--- src/design/stwa_pkg.sv ---
// Shared types and constants for the session table with entry aging.
// No dependencies; every other design file refers to this package by scoped names.
package stwa_pkg;

  localparam int unsigned KeyW      = 64;
  localparam int unsigned LifeW     = 32;
  localparam int unsigned CfgW      = 7;
  localparam int unsigned CountOutW = 7;
  localparam int unsigned ApbAddrW  = 3;
  localparam int unsigned ApbDataW  = 32;

  localparam logic [CfgW-1:0] LimitReset = 7'd64;

  // register index taken from paddr[2]
  localparam logic RegSessionLimit = 1'b0;

  typedef enum logic [1:0] {
    ACT_ADD    = 2'd0,
    ACT_DELETE = 2'd1,
    ACT_VERIFY = 2'd2,
    ACT_TICK   = 2'd3
  } action_e;

  typedef enum logic [1:0] {
    ST_OK        = 2'd0,
    ST_REJECTED  = 2'd1,
    ST_NOT_FOUND = 2'd2
  } status_e;

  typedef enum logic [1:0] {
    S_IDLE,
    S_SCAN,
    S_DONE
  } state_e;

  typedef struct packed {
    logic             valid;
    logic [KeyW-1:0]  key_high;
    logic [KeyW-1:0]  key_low;
    logic [LifeW-1:0] reload;
    logic [LifeW-1:0] left;
  } entry_t;

endpackage

--- src/design/stwa_ctrl.sv ---
// Sequencer and head-of-ring processing for the session table.
// Depends on stwa_pkg; works on the entry leaving cell 0 and feeds the last cell.
module stwa_ctrl #(
  parameter int unsigned MAX_ENTRIES = 64
) (
  input  logic                           clk_i,
  input  logic                           rst_ni,
  input  logic                           in_valid_i,
  output logic                           in_ready_o,
  input  stwa_pkg::action_e              action_i,
  input  logic [stwa_pkg::KeyW-1:0]      token_high_i,
  input  logic [stwa_pkg::KeyW-1:0]      token_low_i,
  input  logic [stwa_pkg::LifeW-1:0]     lifetime_i,
  input  logic [stwa_pkg::CfgW-1:0]      limit_i,
  input  stwa_pkg::entry_t               head_i,
  output stwa_pkg::entry_t               tail_o,
  output logic                           shift_o,
  output logic                           out_valid_o,
  input  logic                           out_ready_i,
  output stwa_pkg::status_e              status_o,
  output logic [stwa_pkg::CountOutW-1:0] entry_count_o
);

  localparam int unsigned CntW   = (MAX_ENTRIES > 1) ? $clog2(MAX_ENTRIES) : 1;
  localparam int unsigned CountW = $clog2(MAX_ENTRIES + 1);
  localparam int unsigned CmpW   = (CountW > stwa_pkg::CfgW) ? CountW : stwa_pkg::CfgW;
  localparam logic [CntW-1:0]   LastIdx  = CntW'(MAX_ENTRIES - 1);
  localparam logic [CountW-1:0] CountMax = CountW'(MAX_ENTRIES);

  stwa_pkg::state_e  state_q, state_d;
  logic [CntW-1:0]   idx_q, idx_d;
  logic              pass_q, pass_d;
  logic              hit_q, hit_d;
  logic              pend_q, pend_d;
  stwa_pkg::status_e status_q, status_d;
  logic [CountW-1:0] count_q, count_d;
  logic              m_valid_q, m_valid_d;
  stwa_pkg::status_e m_status_q, m_status_d;
  logic [stwa_pkg::CountOutW-1:0] m_count_q, m_count_d;

  stwa_pkg::action_e          act_q;
  logic [stwa_pkg::KeyW-1:0]  key_high_q;
  logic [stwa_pkg::KeyW-1:0]  key_low_q;
  logic [stwa_pkg::LifeW-1:0] life_q;

  logic                       match;
  logic                       full;
  logic [stwa_pkg::LifeW-1:0] life_dec;
  logic                       accept;

  assign match = head_i.valid && (head_i.key_high == key_high_q)
                 && (head_i.key_low == key_low_q);
  assign full  = (CmpW'(count_q) >= CmpW'(limit_i)) || (count_q == CountMax);
  assign life_dec = (head_i.left == '0) ? '0 : head_i.left - 1'b1;
  assign accept = in_valid_i && in_ready_o;

  always_ff @(posedge clk_i or negedge rst_ni) begin
    if (!rst_ni) begin
      state_q   <= stwa_pkg::S_IDLE;
      idx_q     <= '0;
      pass_q    <= 1'b0;
      hit_q     <= 1'b0;
      pend_q    <= 1'b0;
      status_q  <= stwa_pkg::ST_OK;
      count_q   <= '0;
      m_valid_q <= 1'b0;
    end else begin
      state_q   <= state_d;
      idx_q     <= idx_d;
      pass_q    <= pass_d;
      hit_q     <= hit_d;
      pend_q    <= pend_d;
      status_q  <= status_d;
      count_q   <= count_d;
      m_valid_q <= m_valid_d;
    end
  end

  always_ff @(posedge clk_i) begin
    m_status_q <= m_status_d;
    m_count_q  <= m_count_d;
    if (accept) begin
      act_q      <= action_i;
      key_high_q <= token_high_i;
      key_low_q  <= token_low_i;
      life_q     <= lifetime_i;
    end
  end

  always_comb begin
    state_d    = state_q;
    idx_d      = idx_q;
    pass_d     = pass_q;
    hit_d      = hit_q;
    pend_d     = pend_q;
    status_d   = status_q;
    count_d    = count_q;
    m_valid_d  = m_valid_q;
    m_status_d = m_status_q;
    m_count_d  = m_count_q;
    tail_o     = head_i;
    shift_o    = 1'b0;
    in_ready_o = 1'b0;

    if (out_ready_i) begin
      m_valid_d = 1'b0;
    end

    unique case (state_q)
      stwa_pkg::S_IDLE: begin
        in_ready_o = 1'b1;
        if (in_valid_i) begin
          state_d = stwa_pkg::S_SCAN;
          idx_d   = '0;
          pass_d  = 1'b0;
          hit_d   = 1'b0;
          pend_d  = 1'b0;
        end
      end
      stwa_pkg::S_SCAN: begin
        shift_o = 1'b1;
        idx_d   = (idx_q == LastIdx) ? '0 : idx_q + 1'b1;
        if (!pass_q) begin
          unique case (act_q)
            stwa_pkg::ACT_ADD: begin
              if (match) begin
                hit_d = 1'b1;
              end
            end
            stwa_pkg::ACT_DELETE: begin
              if (match) begin
                tail_o.valid = 1'b0;
                count_d      = count_q - 1'b1;
              end
            end
            stwa_pkg::ACT_VERIFY: begin
              if (match) begin
                tail_o.left = head_i.reload;
                hit_d       = 1'b1;
              end
            end
            stwa_pkg::ACT_TICK: begin
              if (head_i.valid) begin
                tail_o.left = life_dec;
                if (life_dec == '0) begin
                  tail_o.valid = 1'b0;
                  count_d      = count_q - 1'b1;
                end
              end
            end
          endcase
          if (idx_q == LastIdx) begin
            unique case (act_q)
              stwa_pkg::ACT_ADD: begin
                if (hit_d || full) begin
                  status_d = stwa_pkg::ST_REJECTED;
                  state_d  = stwa_pkg::S_DONE;
                end else begin
                  status_d = stwa_pkg::ST_OK;
                  pass_d   = 1'b1;
                  pend_d   = 1'b1;
                end
              end
              stwa_pkg::ACT_VERIFY: begin
                status_d = hit_d ? stwa_pkg::ST_OK : stwa_pkg::ST_NOT_FOUND;
                state_d  = stwa_pkg::S_DONE;
              end
              default: begin
                status_d = stwa_pkg::ST_OK;
                state_d  = stwa_pkg::S_DONE;
              end
            endcase
          end
        end else begin
          if (pend_q && !head_i.valid) begin
            tail_o  = '{valid: 1'b1, key_high: key_high_q, key_low: key_low_q,
                        reload: life_q, left: life_q};
            count_d = count_q + 1'b1;
            pend_d  = 1'b0;
          end
          if (idx_q == LastIdx) begin
            state_d = stwa_pkg::S_DONE;
          end
        end
      end
      stwa_pkg::S_DONE: begin
        if (!m_valid_q || out_ready_i) begin
          m_valid_d  = 1'b1;
          m_status_d = status_q;
          m_count_d  = stwa_pkg::CountOutW'(count_q);
          state_d    = stwa_pkg::S_IDLE;
        end
      end
      default: begin
        state_d = stwa_pkg::S_IDLE;
      end
    endcase
  end

  assign out_valid_o   = m_valid_q;
  assign status_o      = m_status_q;
  assign entry_count_o = m_count_q;

endmodule

--- config.mk ---
export PLATFORM = sky130hd
export DESIGN_NAME = stwa_ctrl
export DESIGN_NICKNAME = d
export VERILOG_FILES = /design/src/design/stwa_pkg.sv /design/src/design/stwa_ctrl.sv
export SDC_FILE = /design/constraint.sdc
export NUM_CORES = 1
export LEC_CHECK = 0
export BUFFER_PORTS_ARGS = -buffer_cell sky130_fd_sc_hd__buf_4
export CAP_MARGIN = 20
export CORE_AREA = 2 2 223 225
export CTS_BUF_LIST = sky130_fd_sc_hd__clkbuf_2
export CTS_CLUSTER_DIAMETER = 200
export DETAILED_ROUTE_END_ITERATION = 10
export DIE_AREA = 0 0 225 227
export PLACE_DENSITY = 0.6
export SLEW_MARGIN = 20
export SYNTH_ARGS = -nofsm -noshare
export SYNTH_HDL_FRONTEND = slang
export SYNTH_SLANG_ARGS = --single-unit
--- constraint.sdc ---
create_clock -name clk_i -period 4.53 [get_ports clk_i]
set_input_delay 0.2265 -clock clk_i [delete_from_list [all_inputs] [get_ports clk_i]]
set_output_delay 0.2265 -clock clk_i [all_outputs]
set_load 0.02 [all_outputs]
---- After elaboration in Yosys (flattened, before gate mapping) ----
Index checks and enable logic that the tools add are counted.
storage, ports and cells
  input port bits ......................... 366
  flip-flop bits (word level) ............. 192
  word-level logic and storage cells ...... 121
  output and inout port bits .............. 205
operators by class
  equal/unequal tests ..................... 22
  bitwise logic cells ..................... 1
  multiplexer cells ....................... 56
  $lt $le $gt $ge ......................... 1
  reductions and logical operators ........ 23
  $add $sub $neg .......................... 4
operator list
  kind                   number
  $mux 193               2
  $mux 160               1
  $eq 64x64->1           2
  $mux 32                4
  $logic_not 32->1       2
  $pmux 32 s2            1
  $mux 7                 5
  $sub 32x1->32 const B  1
  $mux 1                 25
  $ne 3x3->1 const B     6
  $mux 2                 8
  $pmux 7 s2             1
  $mux 6                 2
  $pmux 6 s2             1
  $reduce_and 6->1       2
  $ne 2x2->1 const B     4
  $pmux 1 s2             4
  $add 7x1->7 const B    1
  $eq 7x7->1 const B     1
  $ge 7x7->1             1
  $sub 7x1->7 const B    1
  $add 6x1->6 const B    1
  $eq 2x2->1 const B     3
  $eq 6x6->1 const B     1
  17 further kinds       27

---- Longest topological paths before layout ----
  depth after elaboration ................. 13
  depth in mapped cells ................... 14
  mapped depth without buffers ............ 11

---- Worst setup path after synthesis ----
No wires, ideal clock.
  kind .................................... register -> register
  from .................................... reg state_q[0]
  to ...................................... reg idx_q[3]
  arrival time ............................ 4807 ps
  stages on the path, launching flop included .. 7
  data required time ...................... 4398 ps
  path slack .............................. -409 ps
  clock period less this slack ............ 4939 ps
  path buffers ............................ 0
  cell sequence ........................... dfrtp_1 -> nor2_1 -> nand2_1 -> inv_1 -> nor2_1 -> o21ai_0 -> o31ai_1
on the way
  cells in the longest elaborated chain, start to end .. 3
  elaborated cells on any way between the ends .. 6
ends and longest elaborated chain
  element                                                           RTL line          text
  start: declaration                                                stwa_ctrl.sv:30   stwa_pkg::state_e state_q, state_d;
  start signal: assignment                                          stwa_ctrl.sv:59   state_q <= stwa_pkg::S_IDLE;
  start signal: assignment                                          stwa_ctrl.sv:68   state_q <= state_d;
  $eq 2x1->1 or $logic_not 2->1 (tied branches)                     stwa_ctrl.sv:109  unique case (state_q)
  $reduce_bool 2->1 (no source line) or $ne 2x2->1 (tied branches)  n/a
  $reduce_and 2->1 (no source line)                                 n/a
  end signal: assignment                                            stwa_ctrl.sv:69   idx_q <= idx_d;
  end: declaration                                                  stwa_ctrl.sv:31   logic [CntW-1:0] idx_q, idx_d;
Parallel ways exist; a longest one is shown, timed or not.
A chain may end at the register's enable or synchronous reset.

==> results.sh <==
export IMPL_die_area_um2=51100
export IMPL_fmax_mhz=212
export IMPL_path_delay_family="simple AND/OR/NAND/NOR gates"
export IMPL_final_cells=3032
export IMPL_ff2ff_setup_slack_ns=0.71
export IMPL_crit_path_top_delay_cell="or4_4"
export IMPL_drtPass1Iterations=9
export IMPL_timing_final_ws_setup_ns=-0.193
export IMPL_num_rows=81
export IMPL_portBuffers=570
export IMPL_hold_viol_final=0
export IMPL_fin_worst_skew_ns=0.0511
export IMPL_dp_hpwl_um=48600
export IMPL_cp_max_fo=5
export IMPL_setup_viol=29
export IMPL_crit_path_cell_trace="xor2_1, nor4_4, nand3_1, or4_1, or4_4, buf_8, a21oi_4, o21a_1, o21ai_2, a221o_1, buf_6"
export IMPL_ys_seq_elements=192
export IMPL_relSlewSlack=0.242
export IMPL_max_cap_violations=0
export IMPL_fin_crit_ns=4.72
export IMPL_synth_edf_count=171
export IMPL_violations="negative setup slack"
export IMPL_tritoncts="done"
export IMPL_hold_start="head_i[135]"
export IMPL_drv_slew=0
export IMPL_htreeDepth=4
export IMPL_ys_flop_type="edfxtp_1"
export IMPL_worstSetupEndpointType="output port"
export IMPL_yosysSeqAreaShare=0.443
export IMPL_ant_nets=0
export IMPL_hold_path_class="input pin to flop"
export IMPL_critPathBufInv=2
export IMPL_path_class="flop to output port"
export IMPL_clk_pin_slew_ns=0.35
export IMPL_nets=2765
export IMPL_insertion_delay_ns=1.11
export IMPL_drt_first_iter_violations=1217
export IMPL_pin_count=571
export IMPL_numCtsBuffers=17
export IMPL_crit_start="key_low_q[28]"
export IMPL_track_usage=0.243
export IMPL_yosys_warnings=0
export IMPL_wirelength_um=63700
export IMPL_leakage_uw=0.00928
export IMPL_synth_area_um2=12800
export IMPL_tightest_slew_ns=1.14
export IMPL_fin_util=0.449
export IMPL_final_cell_mix="buf_4 (591), nand2_1 (513), dlygate4sd3_1 (340)"
export IMPL_rsz0062_at_grt="true"
export IMPL_die_height_um=227
export IMPL_async_flop_share=0.109
export IMPL_cp_arrival_ns=4.50
export IMPL_worst_setup_path_start_kind="flop"
export IMPL_drc=0
export IMPL_reg2reg_from="key_low_q[28]"
export IMPL_grt_pass1_vias=15200
export IMPL_fill_cells=4636
export IMPL_postSynthCellCount=1492
export IMPL_start_util=0.263
export IMPL_core_region_area_um2=48500
export IMPL_dp_cells=2637
export IMPL_drive_gt1_frac=0.295
export IMPL_syn2layout_area_growth_pct=70.8
export IMPL_grt_first_pass_wirelength_um=92100
export IMPL_avgViaCountPerCell=5.01
export IMPL_powerDensity_nw_per_um2=254
export IMPL_wl_per_cell_um=21.0
export IMPL_route_vias_total=15200
export IMPL_cts_root_buf="clkbuf_2"
export IMPL_clock_sinks=192
export IMPL_final_common_cell="buf_4"
export IMPL_grt_ovfl_total=0
export IMPL_die_w_um=225
export IMPL_cts_max_path_buffers=2
export IMPL_place_gp_congestion=0.918
export IMPL_status="complete, but fails checks"
export IMPL_avgSynthCellArea_um2=8.56
export IMPL_irDropWorstVdd_mv=0.180
export IMPL_synth_cell_types=74
export IMPL_antenna_found_initial=8
export IMPL_synth_nets=1874
export IMPL_slowest_delay_ns=0.60
export IMPL_post_route_period_util=1.04
export IMPL_required_ns=4.30
export IMPL_grt_max_degree=151
==> logic make-up (layout without fill, tap and decap cells) <==
group	Yosys count	count (layout)	synth area share
xor gates and xnor gates	80	80	0.0549
DFF	192	192	0.443
AOI/OAI and AO/OA	193	193	0.101
buffers and inverters	99	1003	0.0327
adders and majority gates	16	16	0.0163
other	0	14	0
and+or+nand+nor	902	902	0.342
muxes	10	10	0.0103
==> synth_stat cells, types with 10 or more instances <==
library cell,number,area [um^2]
a222oi_1,19,190
o21ai_0,61,305
clkbuf_1,53,199
a21oi_1,33,165
edfxtp_1,171,5130
nand4_1,57,357
nand3_1,14,70.1
nor4_1,61,382
a22oi_1,10,75.1
nor3_1,21,105
nand2b_1,45,282
xor2_1,19,166
nand2_1,513,1930
xnor2_1,61,534
nor2b_1,82,513
inv_1,27,101
o21ai_1,12,60.1
ha_1,15,188
dfrtp_1,21,526
a21o_1,11,82.6
nor2_1,53,199
==> flip-flops by register name (all words and copies together) (netlist names) <==
name           flops
key_high_q        64
pass_q             1
entry_count_o      7
act_q              2
count_q            7
pend_q             1
out_valid_o        1
state_q            2
key_low_q         64
status_q           2
status_o           2
life_q            32
idx_q              6
hit_q              1
==> area by class of cell <==
class	instances	area [um^2]	share of cell area
Antenna cell	14	35.0	0.00161
Inverter	29	113	0.00516
Clock buffer	19	95.1	0.00436
Clock inverter	13	145	0.00665
Multi-Input combinational cell	1201	7010	0.321
Timing Repair Buffer	942	7980	0.366
Tap cell	622	778	0.0357
Sequential cell	192	5660	0.259
==> worst min-delay path, stage by stage <==
cell and delay (ns):
buf_4 0.10, nand2b_1 0.07, nand4_1 0.09, nor4_1 0.05, nand3_1 0.09, or4_4 0.17, buf_8 0.13, buf_4 0.14
a32o_1 0.15
==> metrics by stage <==
| stage | area (um^2) | power [uW] | hold WS [ns] | setup WS, ns | setup TNS (ns) |
|---|---|---|---|---|---|
| floorplan | 12800 | 3320 | -0.0691 | 0.891 | 0 |
| global placement | 17700 | 4220 | 0.131 | 0.362 | 0 |
| detailed placement | 17700 | 4260 | 0.140 | 0.338 | 0 |
| CTS | 21600 | 5560 | 0.0139 | -0.332 | -8.08 |
| global route | 21800 | 5840 | 0.110 | -0.413 | -10.61 |
| finish | 21800 | 5540 | 0.153 | -0.193 | -3.12 |
==> power breakdown <==
part / internal (uW) / switching (uW) / leakage, uW
Sequential: 2070 / 118 / 0.00179
Clock: 230 / 751 / 0.000143
Combinational: 1140 / 1230 / 0.00734
==> final timing paths <==
path	end	depth (start not counted)
setup / recovery	tail_o[4]	11
hold reg to reg	status_o[0]	0
hold / removal	status_q[1]	9
min in group asynchronous	count_q[3]	4
max in group asynchronous	idx_q[0]	4
setup reg to reg	count_q[6]	12
==> layer usage <==
layer	vias to the layer above	wire length [um]	GRT usage
li1	7073	-	-
met1	7260	24300	0.275
met2	748	32600	0.438
met3	101	4770	0.0596
met4	0	2000	0.0976
met5	-	0	0
==> timing repair <==
action	in CTS	in global routing
hold buffers	340	1
pin swaps	10	12
endpoints found under the hold margin	220	21
setup endpoints to repair	33	33
resized for setup	57	20
gates cloned	0	0
buffers inserted	6	2
Power figures use the tool's default switching activity.
